$ cat config.mk
export PLATFORM = sky130hd
export DESIGN_NAME = kepler_equation_bisection_solver_core
export DESIGN_NICKNAME = d
export VERILOG_FILES = /design/src/sv/kebs_pkg.sv /design/src/sv/kebs_cordic.sv /design/src/sv/kepler_equation_bisection_solver_core.sv
export SDC_FILE = /design/constraint.sdc
export NUM_CORES = 2
export LEC_CHECK = 0
export BUFFER_PORTS_ARGS = -buffer_cell sky130_fd_sc_hd__buf_2
export CORE_UTILIZATION = 45
export DETAILED_ROUTE_END_ITERATION = 10
export PLACE_DENSITY_LB_ADDON = 0.1
export SLEW_MARGIN = 25
export SYNTH_ARGS = -nofsm -noshare
export SYNTH_HDL_FRONTEND = slang
export SYNTH_HIERARCHICAL = 1
export SYNTH_SLANG_ARGS = --single-unit
$ cat constraint.sdc
create_clock -name clk -period 27.3 [get_ports clk]
set_clock_uncertainty 0.1 [all_clocks]
set_input_delay 1.365 -clock clk [delete_from_list [all_inputs] [get_ports clk]]
set_output_delay 1.365 -clock clk [all_outputs]
set_load 0.05 [all_outputs]
$ cat src/sv/kebs_pkg.sv
// Shared types and constants for the Kepler equation bisection solver.
package kebs_pkg;

    localparam int CORDIC_ITERS = 30;
    localparam logic [63:0] TWO_PI_Q60 = 64'h6487ED5110B4611A;
    localparam logic signed [35:0] CORDIC_GAIN_INV = 36'sd652032874;
    localparam logic signed [35:0] PI_Q30 = 36'sd3373259426;
    localparam logic signed [35:0] HALF_PI_Q30 = 36'sd1686629713;
    localparam logic signed [35:0] TWO_PI_Q30 = 36'sd6746518852;
    localparam logic signed [35:0] ONE_Q30 = 36'sd1073741824;

    typedef logic [4:0] iter_t;

    function automatic logic signed [35:0] atan_entry(input iter_t i);
        logic signed [35:0] r;
        r = '0;
        unique case (i)
            5'd0: r = 36'sd843314857;
            5'd1: r = 36'sd497837829;
            5'd2: r = 36'sd263043837;
            5'd3: r = 36'sd133525159;
            5'd4: r = 36'sd67021687;
            5'd5: r = 36'sd33543516;
            5'd6: r = 36'sd16775851;
            5'd7: r = 36'sd8388437;
            5'd8: r = 36'sd4194283;
            5'd9: r = 36'sd2097149;
            default: r = 36'sd1 <<< (5'd30 - i);
        endcase
        return r;
    endfunction

endpackage

$ cat src/sv/kebs_cordic.sv
// Iterative CORDIC sine unit, one rotation per cycle, Q1.30 output.
module kebs_cordic
(
    input  logic                clk,
    input  logic                rst_n,
    input  logic                start,
    input  logic signed [35:0]  angle,
    output logic                done,
    output logic signed [35:0]  sine
);
    import kebs_pkg::*;

    logic signed [35:0] x_reg, x_next, y_reg, y_next, z_reg, z_next;
    iter_t              i_reg, i_next;
    logic               busy_reg, busy_next;
    logic               done_reg, done_next;
    logic signed [35:0] xs, ys, at;

    always_comb
    begin
        x_next = x_reg;
        y_next = y_reg;
        z_next = z_reg;
        i_next = i_reg;
        busy_next = busy_reg;
        done_next = 1'b0;
        xs = x_reg >>> i_reg;
        ys = y_reg >>> i_reg;
        at = atan_entry(i_reg);
        if (start)
        begin
            x_next = CORDIC_GAIN_INV;
            y_next = '0;
            z_next = angle;
            i_next = '0;
            busy_next = 1'b1;
        end
        else if (busy_reg)
        begin
            if (!z_reg[35])
            begin
                x_next = x_reg - ys;
                y_next = y_reg + xs;
                z_next = z_reg - at;
            end
            else
            begin
                x_next = x_reg + ys;
                y_next = y_reg - xs;
                z_next = z_reg + at;
            end
            i_next = i_reg + 5'd1;
            if (i_reg == iter_t'(CORDIC_ITERS - 1))
            begin
                busy_next = 1'b0;
                done_next = 1'b1;
            end
        end
    end

    always_ff @(posedge clk or negedge rst_n)
    begin
        if (!rst_n)
        begin
            busy_reg <= 1'b0;
            done_reg <= 1'b0;
            i_reg <= '0;
        end
        else
        begin
            busy_reg <= busy_next;
            done_reg <= done_next;
            i_reg <= i_next;
        end
    end

    always_ff @(posedge clk)
    begin
        x_reg <= x_next;
        y_reg <= y_next;
        z_reg <= z_next;
    end

    assign done = done_reg;
    assign sine = (y_reg > ONE_Q30) ? ONE_Q30 : ((y_reg < -ONE_Q30) ? -ONE_Q30 : y_reg);

endmodule

$ cat src/sv/kepler_equation_bisection_solver_core.sv
// Top level of the Kepler equation bisection solver.
//  channel | valid      | stall      | payload
//  input   | in_valid   | in_stall   | mean_anomaly, eccentricity
//  output  | out_valid  | out_stall  | eccentric_anomaly, bracket_invalid
// Each valid item runs BISECTION_STEPS bisection steps, each a serial CORDIC sine evaluation
// followed by the bit-serial e*sin multiply.
// An invalid bracket has its result valid in the cycle after the transfer.
// Reset clears all control state.
// The result register holds while out_stall is high; a new item is taken once it is free.
module kepler_equation_bisection_solver_core #(
    parameter int BISECTION_STEPS = 33,
    parameter int ANGLE_FRAC_BITS = 29
)
(
    input  logic        clk,
    input  logic        rst_n,
    input  logic        in_valid,
    output logic        in_stall,
    input  logic [31:0] mean_anomaly,
    input  logic [31:0] eccentricity,
    output logic        out_valid,
    input  logic        out_stall,
    output logic [31:0] eccentric_anomaly,
    output logic        bracket_invalid
);
    import kebs_pkg::*;

    localparam int AW = ANGLE_FRAC_BITS + 4;
    localparam int SH = 62 - ANGLE_FRAC_BITS;
    localparam int CW = $clog2(BISECTION_STEPS + 1);
    localparam int DW = ((AW > 32) ? AW : 32) + 2;
    localparam int ZR = (ANGLE_FRAC_BITS > 30) ? (ANGLE_FRAC_BITS - 30) : 0;
    localparam int ZL = (ANGLE_FRAC_BITS > 30) ? 0 : (30 - ANGLE_FRAC_BITS);
    localparam logic [63:0] ZRND = (64'd1 << ZR) >> 1;
    localparam logic [63:0] TP64 = (ANGLE_FRAC_BITS == 60) ? TWO_PI_Q60 :
        ((TWO_PI_Q60 + (64'd1 << (59 - ANGLE_FRAC_BITS))) >> (60 - ANGLE_FRAC_BITS));
    localparam logic [AW-1:0] TWO_PI_Q = TP64[AW-1:0];

    typedef enum logic [4:0] {
        S_IDLE = 5'b00001,
        S_MID  = 5'b00010,
        S_SIN  = 5'b00100,
        S_MUL  = 5'b01000,
        S_DEC  = 5'b10000
    } state_t;

    state_t              st_reg, st_next;
    logic [AW-1:0]       a_reg, a_next, b_reg, b_next, c_reg, c_next;
    logic [31:0]         m_reg, m_next, e_reg, e_next;
    logic [CW-1:0]       step_reg, step_next;
    logic [5:0]          bit_reg, bit_next;
    logic [63:0]         acc_reg, acc_next;
    logic [31:0]         mag_reg, mag_next;
    logic                neg_reg, neg_next;
    logic                ov_reg, ov_next;
    logic [31:0]         res_reg, res_next;
    logic                inv_reg, inv_next;

    logic                cs_start, cs_done;
    logic signed [35:0]  z_in, z_red, sine_out;
    logic [63:0]         es64;
    logic signed [DW-1:0] d;
    logic [AW-1:0]       es;

    always_comb
    begin
        z_in = 36'(((64'(c_reg) + ZRND) >> ZR) << ZL);
        if (z_in > PI_Q30 + HALF_PI_Q30)
            z_red = z_in - TWO_PI_Q30;
        else if (z_in > HALF_PI_Q30)
            z_red = PI_Q30 - z_in;
        else
            z_red = z_in;
    end

    kebs_cordic u_cordic
    (
        .clk   (clk),
        .rst_n (rst_n),
        .start (cs_start),
        .angle (z_red),
        .done  (cs_done),
        .sine  (sine_out)
    );

    assign es64 = (acc_reg + (64'd1 << (SH - 1))) >> SH;
    assign es = es64[AW-1:0];
    assign d = neg_reg ? ($signed(DW'(c_reg)) - $signed(DW'(m_reg)) + $signed(DW'(es)))
                       : ($signed(DW'(c_reg)) - $signed(DW'(m_reg)) - $signed(DW'(es)));

    assign cs_start = (st_reg == S_MID);

    always_comb
    begin
        st_next = st_reg;
        a_next = a_reg;
        b_next = b_reg;
        c_next = c_reg;
        m_next = m_reg;
        e_next = e_reg;
        step_next = step_reg;
        bit_next = bit_reg;
        acc_next = acc_reg;
        mag_next = mag_reg;
        neg_next = neg_reg;
        ov_next = ov_reg;
        res_next = res_reg;
        inv_next = inv_reg;
        if (ov_reg && !out_stall)
            ov_next = 1'b0;
        unique case (st_reg)
            S_IDLE:
            begin
                if (in_valid && !ov_reg)
                begin
                    m_next = mean_anomaly;
                    e_next = eccentricity;
                    if (mean_anomaly == 32'd0 || 64'(mean_anomaly) >= TP64)
                    begin
                        res_next = '0;
                        inv_next = 1'b1;
                        ov_next = 1'b1;
                    end
                    else
                    begin
                        a_next = '0;
                        b_next = TWO_PI_Q;
                        step_next = '0;
                        st_next = S_MID;
                        c_next = TWO_PI_Q >> 1;
                    end
                end
            end
            S_MID:
                st_next = S_SIN;
            S_SIN:
            begin
                if (cs_done)
                begin
                    neg_next = sine_out[35];
                    mag_next = 32'(sine_out[35] ? -sine_out : sine_out);
                    acc_next = '0;
                    bit_next = '0;
                    st_next = S_MUL;
                end
            end
            S_MUL:
            begin
                if (e_reg[bit_reg[4:0]])
                    acc_next = acc_reg + ({32'd0, mag_reg} << bit_reg[4:0]);
                bit_next = bit_reg + 6'd1;
                if (bit_reg == 6'd31)
                    st_next = S_DEC;
            end
            S_DEC:
            begin
                if (d > 0)
                    b_next = c_reg;
                else if (d < 0)
                    a_next = c_reg;
                step_next = step_reg + CW'(1);
                if (step_reg == CW'(BISECTION_STEPS - 1))
                begin
                    if (!ov_reg || !out_stall)
                    begin
                        res_next = 32'(c_reg);
                        inv_next = 1'b0;
                        ov_next = 1'b1;
                        st_next = S_IDLE;
                    end
                    else
                        step_next = step_reg;
                end
                else
                begin
                    c_next = ((d > 0) ? a_reg : c_reg) +
                             ((((d > 0) ? c_reg : b_reg) - ((d > 0) ? a_reg : c_reg)) >> 1);
                    if (d == 0)
                        c_next = a_reg + ((b_reg - a_reg) >> 1);
                    st_next = S_MID;
                end
            end
            default:
                st_next = S_IDLE;
        endcase
    end

    always_ff @(posedge clk or negedge rst_n)
    begin
        if (!rst_n)
        begin
            st_reg <= S_IDLE;
            ov_reg <= 1'b0;
            step_reg <= '0;
            bit_reg <= '0;
        end
        else
        begin
            st_reg <= st_next;
            ov_reg <= ov_next;
            step_reg <= step_next;
            bit_reg <= bit_next;
        end
    end

    always_ff @(posedge clk)
    begin
        a_reg <= a_next;
        b_reg <= b_next;
        c_reg <= c_next;
        m_reg <= m_next;
        e_reg <= e_next;
        acc_reg <= acc_next;
        mag_reg <= mag_next;
        neg_reg <= neg_next;
        res_reg <= res_next;
        inv_reg <= inv_next;
    end

    assign in_stall = (st_reg != S_IDLE) || ov_reg;
    assign out_valid = ov_reg;
    assign eccentric_anomaly = res_reg;
    assign bracket_invalid = inv_reg;

endmodule
==> summary.txt <==
Drt
  – Routed WL per cell: between 20 and 25 um
  – Vias post-DR: 45747
  – Via-to-Cell Ratio: between 6 and 7
  – Starting DRT DRC Count: 4315
  – Final ANT Viol Nets: 0
  – 1st-pass router iterations: 8
  – DR DRC count: 0
  – Post-Route WL: 158.8 mm

Global route
  – Initial antenna violation count: 6
  – First-pass GRT wire length: 245.9 mm
  – Vias in the first global route: ~42000
  – Largest net degree at the start of global routing: 77
  – Gr ovfl total: 0
  – All-Layer GR Usage: ~28%

Timing
  – Max-slew violation count: 0
  – TNS Setup: 0 ns
  – Relative slew slack: between 20% and 30%
  – Unrepaired setup endpoints after global routing: no
  – Final Cycle Share: about three fifths
  – Final hold vios: 0
  – Final setup vio count: 0
  – Tightest Pin Transition: roughly 1.1 ns
  – F_max: 61.87 MHz
  – Min Tclk post-route: between 15 and 20 ns

Critical path
  – Worst Setup End Kind: register
  – Worst stage delay on the critical path: roughly 0.75 ns
  – CP Data Required Time: between 20 and 30 ns
  – CP arrival: roughly 16 ns
  – Crit path launch type: register
  – Most Frequent Cell on Critical Path: o21ai_0
  – Crit path max fanout: 26
  – Slowest CP cell: edfxtp_1
  – Crit Path Class: reg -> reg

Die
  – Die Wd: 332.3 um
  – Core ar.: ~110000 um2
  – Die Y: 332.3 um
  – Ports: 103
  – Row count: 120
  – DIE AREA: around 110000 um2
  – Starting density of the core: a little under half

Clock network
  – # clock sinks: ~430
  – Skew-Pair Late Insertion Delay: between 0.6 and 0.7 ns
  – TritonCTS clock tree: built
  – Post-CTS sizing: 0
  – H-tree depth: 2
  – CTS max path bufs: 3
  – Post-CTS Setup Bufs: 0
  – Number of hold buffers added after CTS: 0
  – CTS Buf Count: 55
  – Clk slew on worst S/H paths: 0.06 ns
  – CTS Root Cell: clkbuf_16

Cells and area
  – Layout cells sized above 1: roughly 9.0%
  – Final core occ: around half
  – Max FFs per register: 64
  – NumNets Final: about 6300
  – Synth-to-layout area growth: 7.020%

Synth
  – Synth warn: 6
  – Post-Synthesis Cells: roughly 6000
  – Post-synthesis cell area: 49090 um2
  – Synthesized area per cell: 8.233 um2
  – Mapped Nets: 6397

Status
  – Status: finished, final reports clean

Placement
  – IO buf count: 102
  – Post-DP HPWL: ~120 mm
  – Routability cong.: slightly below 1

Run
  – Max-cap viol count: 0

Worst hold path
  – Worst hold path class: reg -> reg
[critical path: cells and delay by family, from the launching register on]
family	cells	cell delay, ns
compound gates	42	9.23
xor+xnor	1	0.13
fa+ha+maj	5	2.16
buf+inv	1	0.24
flops	1	0.75
simple gates	15	3.21
[cell usage in the layout (no fill, tap or decap), drive strengths merged, types with 42 or more instances in the layout]
| cell | n |
|---|---|
| nand2 | 555 |
| and2 | 97 |
| o211ai | 53 |
| buf | 163 |
| xnor2 | 328 |
| inv | 273 |
| or3 | 49 |
| nor4 | 44 |
| nor2b | 59 |
| xor2 | 172 |
| nand3 | 164 |
| nand4 | 61 |
| a21o | 124 |
| clkbuf | 73 |
| o31ai | 42 |
| o21bai | 81 |
| nand2b | 71 |
| edfxtp | 329 |
| o21ai | 341 |
| o22ai | 45 |
| a211oi | 62 |
| mux2i | 141 |
| o21a | 60 |
| and3 | 69 |
| a31oi | 76 |
| mux2 | 77 |
| ha | 358 |
| mux4 | 94 |
| nor3 | 146 |
| a21oi | 484 |
| nor2 | 616 |
| dfxtp | 72 |
[layer usage]
metal | vias up | track usage (%) | wire length, um
met5 | - | 0 | 7
met4 | 2 | 8.855 | 5159
met3 | 266 | 3.433 | 10370
met2 | 1581 | 44.00 | 70270
met1 | 22002 | 39.31 | 72950
li1 | 21896 | - | -
[stage by stage]
step / cells / setup WS, ns / instance area (um2) / hold slack, ns
3_3_place_gp: 7219 / 11.52 / 50590 / 0.3755
3_5_place_dp: 7219 / 11.25 / 50590 / 0.3713
5_1_grt: 7321 / 9.672 / 52530 / 0.4315
6_report: 7322 / 11.14 / 52530 / 0.3843
4_1_cts: 7321 / 11.22 / 52520 / 0.3839
2_1_floorplan: 5962 / 12.70 / 49090 / 0.3489
[area by class of cell]
class | count | area [um2]
fillers | 10536 | 55120
multi-input cells | 4952 | 34870
flip-flops and latches | 426 | 11960
well taps | 1403 | 1755
clock buffers | 73 | 1535
inverters | 275 | 1032
repair buffers | 163 | 968.4
clock inverters | 29 | 399.1
diodes | 1 | 2.502
[path summary, 6_finish.rpt]
path | startpoint | endpoint | slack, ns | cells past startpoint
max in group asynchronous | rst_n | u_cordic/i_reg[0]$_DFFE_PN0P_ | 26.01 | 1
hold / removal | bit_reg[5]$_DFFE_PN0P_ | bit_reg[5]$_DFFE_PN0P_ | 0.38 | 1
hold reg to reg | bit_reg[5]$_DFFE_PN0P_ | bit_reg[5]$_DFFE_PN0P_ | 0.38 | 1
setup reg to reg | c_reg[2]$_SDFFCE_PP0P_ | c_reg[30]$_SDFFCE_PP1P_ | 11.14 | 64
setup / recovery | c_reg[2]$_SDFFCE_PP0P_ | c_reg[30]$_SDFFCE_PP1P_ | 11.14 | 64
min in group asynchronous | rst_n | u_cordic/i_reg[2]$_DFFE_PN0P_ | 0.61 | 1
Power is not shown: default switching activity piles up to over one toggle a cycle in this logic, so the estimate is an artifact.
